$ cat src/design/kchp_pkg.sv
// ----------------------------------------------------------------------------
// kchp_pkg
// Shared types and codes for the keyer host command parser.
// ----------------------------------------------------------------------------
package kchp_pkg;

    localparam int SETTINGS_BYTES_DEF = 15;
    localparam int MEMORY_BYTES_DEF   = 256;

    localparam logic [7:0] XOFF_THRESHOLD_RST = 8'd42;

    localparam logic [7:0] CMD_LAST_CODE = 8'h17;
    localparam logic [7:0] REPLY_STATUS  = 8'hC0;
    localparam logic [7:0] REPLY_VERSION = 8'h10;
    localparam logic [7:0] REPLY_ADMIN2  = 8'h16;
    localparam logic [7:0] REPLY_ADMIN15 = 8'h52;
    localparam logic [7:0] CALIB_END     = 8'hFF;

    localparam logic [7:0] CMD_ADMIN     = 8'h00;
    localparam logic [7:0] CMD_SPEED     = 8'h02;
    localparam logic [7:0] CMD_PTT       = 8'h04;
    localparam logic [7:0] CMD_POT       = 8'h05;
    localparam logic [7:0] CMD_VERSION   = 8'h07;
    localparam logic [7:0] CMD_NOP_A     = 8'h08;
    localparam logic [7:0] CMD_CLEAR     = 8'h0A;
    localparam logic [7:0] CMD_KEYMODE   = 8'h0E;
    localparam logic [7:0] CMD_LOADSET   = 8'h0F;
    localparam logic [7:0] CMD_NOP_B     = 8'h13;
    localparam logic [7:0] CMD_PADDLE    = 8'h14;
    localparam logic [7:0] CMD_STATUS    = 8'h15;

    localparam logic [7:0] ADM_CALIB     = 8'h00;
    localparam logic [7:0] ADM_RESET     = 8'h01;
    localparam logic [7:0] ADM_ID        = 8'h02;
    localparam logic [7:0] ADM_ECHO      = 8'h04;
    localparam logic [7:0] ADM_ZERO_A    = 8'h05;
    localparam logic [7:0] ADM_ZERO_B    = 8'h06;
    localparam logic [7:0] ADM_ZERO_C    = 8'h07;
    localparam logic [7:0] ADM_ZERO_D    = 8'h08;
    localparam logic [7:0] ADM_ZERO_E    = 8'h09;
    localparam logic [7:0] ADM_DUMP      = 8'h0C;
    localparam logic [7:0] ADM_LOADMEM   = 8'h0D;
    localparam logic [7:0] ADM_VERSION   = 8'h15;

    localparam logic [7:0] PADDLE_DIT    = 8'h01;
    localparam logic [7:0] PADDLE_DAH    = 8'h02;

    localparam logic [3:0] ST_IDLE    = 4'd0;
    localparam logic [3:0] ST_ADMIN   = 4'd1;
    localparam logic [3:0] ST_SKIP    = 4'd2;
    localparam logic [3:0] ST_SPEED   = 4'd3;
    localparam logic [3:0] ST_KEYMODE = 4'd4;
    localparam logic [3:0] ST_PADDLE  = 4'd5;
    localparam logic [3:0] ST_LOADSET = 4'd6;
    localparam logic [3:0] ST_LOADMEM = 4'd7;
    localparam logic [3:0] ST_ECHO    = 4'd8;
    localparam logic [3:0] ST_CALIB   = 4'd9;

    localparam logic [3:0] ACT_NONE  = 4'd0;
    localparam logic [3:0] ACT_QUEUE = 4'd1;
    localparam logic [3:0] ACT_REPLY = 4'd2;
    localparam logic [3:0] ACT_SPEED = 4'd3;
    localparam logic [3:0] ACT_MODE  = 4'd4;
    localparam logic [3:0] ACT_STORE = 4'd5;
    localparam logic [3:0] ACT_CLEAR = 4'd6;
    localparam logic [3:0] ACT_DIT   = 4'd7;
    localparam logic [3:0] ACT_DAH   = 4'd8;
    localparam logic [3:0] ACT_DUMP  = 4'd9;
    localparam logic [3:0] ACT_MEMWR = 4'd10;
    localparam logic [3:0] ACT_RESET = 4'd11;

    localparam logic [7:0] SETTING_KEYMODE = 8'd0;
    localparam logic [7:0] SETTING_SPEED   = 8'd1;

    typedef struct packed {
        logic [3:0] state;
        logic [3:0] args_left;
        logic [7:0] mem_ptr;
    } t_parse;

    typedef struct packed {
        logic [3:0] action;
        logic [7:0] value;
        logic [7:0] index;
        logic       save_settings;
    } t_result;

endpackage

$ cat src/design/keyer_host_command_parser.sv
// ----------------------------------------------------------------------------
// keyer_host_command_parser
// Host byte stream parser of a Morse keyer with a registered result.
// ----------------------------------------------------------------------------
// Each accepted host byte produces exactly one result in the output register
// in the next cycle, and the parser takes a new byte in every cycle as long as
// that register is empty or its result is taken in the same cycle, so the
// sustained rate is one byte per clock, set by the single decode pass between
// the parser state registers and the result register. The xoff threshold is
// written through the always ready configuration channel; the user must write
// it only while no transaction is in flight, which the block does not enforce.
module keyer_host_command_parser import kchp_pkg::*; #(
    parameter int SETTINGS_BYTES = SETTINGS_BYTES_DEF,
    parameter int MEMORY_BYTES   = MEMORY_BYTES_DEF
) (
    input  logic       i_clk,
    input  logic       i_rst_n,
    input  logic       i_cfg_valid,
    output logic       o_cfg_ready,
    input  logic [7:0] i_cfg_xoff_threshold,
    input  logic       i_in_valid,
    output logic       o_in_ready,
    input  logic [7:0] i_rx_byte,
    input  logic [7:0] i_key_buffer_free,
    output logic       o_out_valid,
    input  logic       i_out_ready,
    output logic [3:0] o_action,
    output logic [7:0] o_value,
    output logic [7:0] o_index,
    output logic       o_save_settings
);

    t_parse     r_parse;
    t_parse     n_parse;
    t_result    r_res;
    t_result    n_res;
    logic       r_out_valid;
    logic [7:0] r_xoff;
    logic       w_accept;

    assign o_cfg_ready = 1'b1;
    assign o_in_ready  = !r_out_valid || i_out_ready;
    assign w_accept    = i_in_valid && o_in_ready;

    kchp_decode #(
        .SETTINGS_BYTES (SETTINGS_BYTES),
        .MEMORY_BYTES   (MEMORY_BYTES)
    ) u_decode (
        .i_cur             (r_parse),
        .i_rx_byte         (i_rx_byte),
        .i_key_buffer_free (i_key_buffer_free),
        .i_xoff_threshold  (r_xoff),
        .o_nxt             (n_parse),
        .o_res             (n_res)
    );

    always_ff @(posedge i_clk) begin
        if (!i_rst_n) begin
            r_parse     <= '{state: ST_IDLE, args_left: 4'd0, mem_ptr: 8'd0};
            r_out_valid <= 1'b0;
            r_xoff      <= XOFF_THRESHOLD_RST;
        end else begin
            if (i_cfg_valid) begin
                r_xoff <= i_cfg_xoff_threshold;
            end
            if (w_accept) begin
                r_parse     <= n_parse;
                r_out_valid <= 1'b1;
            end else if (i_out_ready) begin
                r_out_valid <= 1'b0;
            end
        end
    end

    always_ff @(posedge i_clk) begin
        if (w_accept) begin
            r_res <= n_res;
        end
    end

    assign o_out_valid     = r_out_valid;
    assign o_action        = r_res.action;
    assign o_value         = r_res.value;
    assign o_index         = r_res.index;
    assign o_save_settings = r_res.save_settings;

endmodule

$ cat src/design/kchp_decode.sv
// ----------------------------------------------------------------------------
// kchp_decode
// Next-state and result decode for one host byte.
// ----------------------------------------------------------------------------
module kchp_decode import kchp_pkg::*; #(
    parameter int SETTINGS_BYTES = SETTINGS_BYTES_DEF,
    parameter int MEMORY_BYTES   = MEMORY_BYTES_DEF
) (
    input  t_parse     i_cur,
    input  logic [7:0] i_rx_byte,
    input  logic [7:0] i_key_buffer_free,
    input  logic [7:0] i_xoff_threshold,
    output t_parse     o_nxt,
    output t_result    o_res
);

    localparam logic [3:0] LP_SET_ARGS = 4'(SETTINGS_BYTES);
    localparam logic [7:0] LP_SET_SIZE = 8'(SETTINGS_BYTES);
    localparam logic [8:0] LP_MEM_SIZE = 9'(MEMORY_BYTES);

    logic [3:0] w_args_dec;
    logic [8:0] w_ptr_inc;

    assign w_args_dec = i_cur.args_left - 4'd1;
    assign w_ptr_inc  = {1'b0, i_cur.mem_ptr} + 9'd1;

    always_comb begin
        o_nxt = i_cur;
        o_res = '{action: ACT_NONE, value: 8'd0, index: 8'd0, save_settings: 1'b0};
        case (i_cur.state)
            ST_IDLE: begin
                if (i_rx_byte > CMD_LAST_CODE) begin
                    if (i_key_buffer_free == 8'd0) begin
                        o_res.action = ACT_REPLY;
                        o_res.value  = REPLY_STATUS;
                    end else begin
                        o_res.action = ACT_QUEUE;
                        o_res.value  = i_rx_byte;
                    end
                end else begin
                    case (i_rx_byte)
                        CMD_ADMIN:   o_nxt.state = ST_ADMIN;
                        CMD_SPEED:   o_nxt.state = ST_SPEED;
                        CMD_PTT: begin
                            o_nxt.state     = ST_SKIP;
                            o_nxt.args_left = 4'd2;
                        end
                        CMD_POT: begin
                            o_nxt.state     = ST_SKIP;
                            o_nxt.args_left = 4'd3;
                        end
                        CMD_VERSION: begin
                            o_res.action = ACT_REPLY;
                            o_res.value  = REPLY_VERSION;
                        end
                        CMD_NOP_A, CMD_NOP_B: ;
                        CMD_CLEAR:   o_res.action = ACT_CLEAR;
                        CMD_KEYMODE: o_nxt.state = ST_KEYMODE;
                        CMD_LOADSET: begin
                            o_nxt.state     = ST_LOADSET;
                            o_nxt.args_left = LP_SET_ARGS;
                        end
                        CMD_PADDLE:  o_nxt.state = ST_PADDLE;
                        CMD_STATUS: begin
                            o_res.action = ACT_REPLY;
                            o_res.value  = REPLY_STATUS
                                | {7'd0, i_key_buffer_free < i_xoff_threshold};
                        end
                        default: begin
                            o_nxt.state     = ST_SKIP;
                            o_nxt.args_left = 4'd1;
                        end
                    endcase
                end
            end
            ST_ADMIN: begin
                o_nxt.state = ST_IDLE;
                case (i_rx_byte)
                    ADM_CALIB: o_nxt.state = ST_CALIB;
                    ADM_RESET: o_res.action = ACT_RESET;
                    ADM_ID: begin
                        o_res.action = ACT_REPLY;
                        o_res.value  = REPLY_ADMIN2;
                    end
                    ADM_ECHO: o_nxt.state = ST_ECHO;
                    ADM_ZERO_A, ADM_ZERO_B, ADM_ZERO_C, ADM_ZERO_D, ADM_ZERO_E:
                        o_res.action = ACT_REPLY;
                    ADM_DUMP: o_res.action = ACT_DUMP;
                    ADM_LOADMEM: begin
                        o_nxt.state   = ST_LOADMEM;
                        o_nxt.mem_ptr = 8'd0;
                    end
                    ADM_VERSION: begin
                        o_res.action = ACT_REPLY;
                        o_res.value  = REPLY_ADMIN15;
                    end
                    default: ;
                endcase
            end
            ST_SKIP: begin
                if (i_cur.args_left <= 4'd1) begin
                    o_nxt.args_left = 4'd0;
                    o_nxt.state     = ST_IDLE;
                end else begin
                    o_nxt.args_left = w_args_dec;
                end
            end
            ST_SPEED: begin
                o_res = '{action: ACT_SPEED, value: i_rx_byte, index: SETTING_SPEED,
                          save_settings: 1'b1};
                o_nxt.state = ST_IDLE;
            end
            ST_KEYMODE: begin
                o_res = '{action: ACT_MODE, value: i_rx_byte, index: SETTING_KEYMODE,
                          save_settings: 1'b1};
                o_nxt.state = ST_IDLE;
            end
            ST_PADDLE: begin
                if (i_rx_byte == PADDLE_DIT) begin
                    o_res.action = ACT_DIT;
                end else if (i_rx_byte == PADDLE_DAH) begin
                    o_res.action = ACT_DAH;
                end
                o_nxt.state = ST_IDLE;
            end
            ST_LOADSET: begin
                if (i_cur.args_left == 4'd0 || i_cur.args_left > LP_SET_ARGS) begin
                    o_nxt.args_left = 4'd0;
                    o_nxt.state     = ST_IDLE;
                end else begin
                    o_res.action    = ACT_STORE;
                    o_res.value     = i_rx_byte;
                    o_res.index     = LP_SET_SIZE - {4'd0, i_cur.args_left};
                    o_nxt.args_left = w_args_dec;
                    if (w_args_dec == 4'd0) begin
                        o_res.save_settings = 1'b1;
                        o_nxt.state         = ST_IDLE;
                    end
                end
            end
            ST_LOADMEM: begin
                o_res.action  = ACT_MEMWR;
                o_res.value   = i_rx_byte;
                o_res.index   = i_cur.mem_ptr;
                if (w_ptr_inc >= LP_MEM_SIZE) begin
                    o_nxt.state = ST_IDLE;
                end
                o_nxt.mem_ptr = w_ptr_inc[7:0];
            end
            ST_ECHO: begin
                o_res.action = ACT_REPLY;
                o_res.value  = i_rx_byte;
                o_nxt.state  = ST_IDLE;
            end
            ST_CALIB: begin
                if (i_rx_byte == CALIB_END) begin
                    o_nxt.state = ST_IDLE;
                end
            end
            default: begin
                o_nxt.state     = ST_IDLE;
                o_nxt.args_left = 4'd0;
            end
        endcase
    end

endmodule

$ cat config.mk
export PLATFORM = sky130hd
export DESIGN_NAME = keyer_host_command_parser
export DESIGN_NICKNAME = d
export VERILOG_FILES = /design/src/design/kchp_pkg.sv /design/src/design/keyer_host_command_parser.sv /design/src/design/kchp_decode.sv
export SDC_FILE = /design/constraint.sdc
export NUM_CORES = 1
export LEC_CHECK = 0
export BUFFER_PORTS_ARGS = -buffer_cell sky130_fd_sc_hd__buf_2
export CAP_MARGIN = 10
export CORE_MARGIN = 5
export CORE_UTILIZATION = 51
export CTS_CLUSTER_DIAMETER = 200
export DETAILED_ROUTE_END_ITERATION = 10
export GPL_TIMING_DRIVEN = 0
export MAX_ROUTING_LAYER = met4
export PLACE_DENSITY = 0.74
export SYNTH_ARGS = -nofsm -noshare
export SYNTH_HDL_FRONTEND = slang
export SYNTH_SLANG_ARGS = --single-unit
$ cat constraint.sdc
create_clock -name i_clk -period 2.3 [get_ports i_clk]
set_input_delay 0.46 -clock i_clk [delete_from_list [all_inputs] [get_ports i_clk]]
set_output_delay 0.46 -clock i_clk [all_outputs]
set_load 0.005 [all_outputs]
==> reports/results.txt <==
Syn Inst Count - 332
skew final - 0.00593 ns
Final Hold Vio Count - 0
Sinks on Clock Net - 46
Mapped Avg Cell Area - 8.85 um2
core area - 5540 um2
H-tree levels - 2
peak fanout along the critical path - 5
critical path endpoint category - flip-flop
initial core utilization - 0.530
die width - 85.9 um
most frequent cells in the layout - 51 x buf_2, 31 x nand2_1, 25 x dfxtp_1
status - complete, no violations
Bufs on Longest Clock Path - 2
Gate power share - 0.237
reg-to-reg slack, setup - 0.12 ns
Data arrival, critical path - 2.40 ns
VDD IR max - 239 uV
post-route setup slack - 0.0912 ns
num ports - 53
Post-CTS Setup Inserts - 0
total vias in the final route - 2739
Worst Setup Start Kind - input pin
die height - 85.9 um
Clk pwr share - 0.260
fmax - 453 MHz
PortBufs - 51
number of distinct library cells after synthesis - 64
layout cell share with drive strength beyond 1 - 0.202
WP data required - 2.49 ns
vias in the first global route - 2447
Sequential Power Share - 0.503
final setup vio count - 0
syn nets - 372
post-synthesis sequential area ratio - 0.385
DR iter-0 viols - 203
Hold WC Path Type - input pin to flip-flop
DRC - 0
Total Power - 0.00185 W
Post-synth EDFFs - 21
fin. max-slew vios - 0
PwrDens - 545 nW/um2
TritonRoute pass-1 iters - 4
Synth Warn # - 0
Leakage - 1.39 nW
Reg clk slew, reported paths - 0.08 ns
drt total wl - 7080 um
CTS buffer count - 5
HPWL after detailed placement - 5410 um
crit share post-route - 0.960
largest net degree at the start of global routing - 24
Worst-Margin Slew - 0.695 ns
die area - 7380 um2
clock period minus worst slack - 2.21 ns
post-route ant nets - 0
commonest non-fill, non-tap cell in the layout - buf_2
WS Path Type - input pin to flip-flop
n_diodes - 0
Mapped Area - 2940 um2
final hold slack - 0.372 ns
main flop type after synthesis - dfxtp_1
routed len/inst - 15.3 um
TritonCTS clock tree - done
later-pin clock latency in the skew report - 0.30 ns
row count - 27
Post-synth ARST share - 0
root buffer cell - clkbuf_8
Placer Congestion - 0.951
area delta synth->final - 15.7%
Total GRT Usage - 0.200
RSZ-0062 raised after global routing - no
first-pass GRT wire length - 11600 um
initial antenna violation count - 0
Sw Share - 0.294
Setup WS pre-CTS - -0.500 ns
sw power - 0.000545 W
#FFs+latches synth - 46
total gr overflow - 0
Nets - 430
Internal - 0.00131 W
MaxCap Viol Count - 0
vias per std cell - 5.92
Slew headroom - 0.529
kinds of logic after synthesis:
kind of cell / after synthesis / share of synthesized area
mux: 7 / 0.0243
flops: 46 / 0.385
other cells: 1 / 0.00128
compound gates: 84 / 0.203
xor+xnor: 9 / 0.0268
simple gates: 135 / 0.244
fa+ha+maj: 11 / 0.0468
buf+inv: 39 / 0.0686
per-stage QoR:
stage | area (um2) | TNS (ns) | cells | utilization
floorplan | 2940 | 0 | 332 | -
finish | 3400 | 0 | 463 | 0.614
CTS | 3380 | 0 | 463 | 0.610
global route | 3400 | 0 | 463 | 0.614
detailed placement | 3280 | -5.13 | 455 | 0.593
global placement | 3280 | -5.21 | 455 | 0.593
final timing paths:
path / cells past startpoint / start / to
worst max-delay path: 7 / i_rx_byte[7] / r_parse[7]$_SDFFE_PN0P_
worst max register to register: 7 / r_parse[13]$_SDFFE_PN0P_ / r_parse[7]$_SDFFE_PN0P_
worst min-delay path: 3 / i_cfg_xoff_threshold[5] / r_xoff[5]$_SDFFE_PN1P_
worst min register to register: 2 / r_xoff[5]$_SDFFE_PN1P_ / r_xoff[5]$_SDFFE_PN1P_
worst max-delay path, cell delays in order:
cell     delay (ns)
buf_2          0.13
or4_4          0.58
o41a_1         0.43
or3_4          0.37
nor3_1         0.24
xnor2_1        0.15
nor2_1         0.05
cells in the mapped netlist, drive strengths merged, types with 2 or more instances:
| library cell | count | area share |
|---|---|---|
| nand4 | 9 | 0.019 |
| o21ai | 19 | 0.032 |
| nand2b | 5 | 0.011 |
| and3 | 4 | 0.0085 |
| mux2i | 6 | 0.020 |
| dfxtp | 25 | 0.17 |
| or2b | 2 | 0.0060 |
| o21bai | 3 | 0.0077 |
| nor2b | 14 | 0.030 |
| o211ai | 6 | 0.015 |
| nor4 | 7 | 0.015 |
| o22ai | 3 | 0.0064 |
| and4b | 2 | 0.0068 |
| edfxtp | 21 | 0.21 |
| inv | 16 | 0.020 |
| nor3 | 9 | 0.015 |
| a22o | 4 | 0.012 |
| nand2 | 31 | 0.040 |
| xor2 | 4 | 0.012 |
| buf | 3 | 0.0089 |
| a221o | 2 | 0.0068 |
| and2 | 7 | 0.015 |
| or3 | 5 | 0.013 |
| nor2 | 24 | 0.031 |
| a2111oi | 2 | 0.0060 |
| o2111ai | 3 | 0.0089 |
| a21oi | 15 | 0.026 |
| nand3 | 9 | 0.015 |
| or4 | 2 | 0.0064 |
| clkbuf | 20 | 0.039 |
| o21a | 2 | 0.0051 |
| a21o | 2 | 0.0051 |
| o32ai | 3 | 0.0089 |
| a211o | 2 | 0.0060 |
| o311ai | 2 | 0.0060 |
| ha | 11 | 0.047 |
| o211a | 2 | 0.0068 |
| xnor2 | 5 | 0.015 |
| a22oi | 2 | 0.0051 |
area by class of cell:
cell class | instances | area (um2)
Fill cell | 533 | 2140
Multi-Input combinational cell | 247 | 1630
Sequential cell | 46 | 1130
Timing Repair Buffer | 51 | 255
Buffer | 23 | 141
Tap cell | 72 | 90.1
Clock buffer | 6 | 72.6
Inverter | 16 | 63.8
Clock inverter | 2 | 13.8
power by group through the flow:
stage	registers [W]	clock network, W	logic [W]
floorplan	0.000953	0	0.000279
global placement	0.000950	0	0.000420
detailed placement	0.000951	0	0.000424
CTS	0.000932	0.000498	0.000429
global route	0.000939	0.000537	0.000486
finish	0.000932	0.000481	0.000440
layer usage:
| layer | vias to the layer above | part of all wire | track usage | wire length [um] |
|---|---|---|---|---|
| li1 | 1345 | - | - | - |
| met4 | 0 | 0.016 | 0.0590 | 113 |
| met5 | - | 0 | - | 0 |
| met3 | 12 | 0.080 | 0.0413 | 566 |
| met1 | 1259 | 0.44 | 0.266 | 3140 |
| met2 | 123 | 0.46 | 0.306 | 3260 |
what timing repair did:
item | 4_1_cts | 5_1_grt
hold buffers | 0 | 0
setup endpoints to repair | 10 | 2
pin swaps | 0 | 0
endpoints found under the hold margin | 0 | 0
cloned | 0 | 0
gates resized for setup | 4 | 4
sequential cells by signal, summed over array words and instances, names as in the netlist:
name	cells
o_out_valid	1
o_save_settings	1
r_xoff	8
o_action	4
o_value	8
o_index	8
r_parse	16
(Power assumes the default switching activity.)
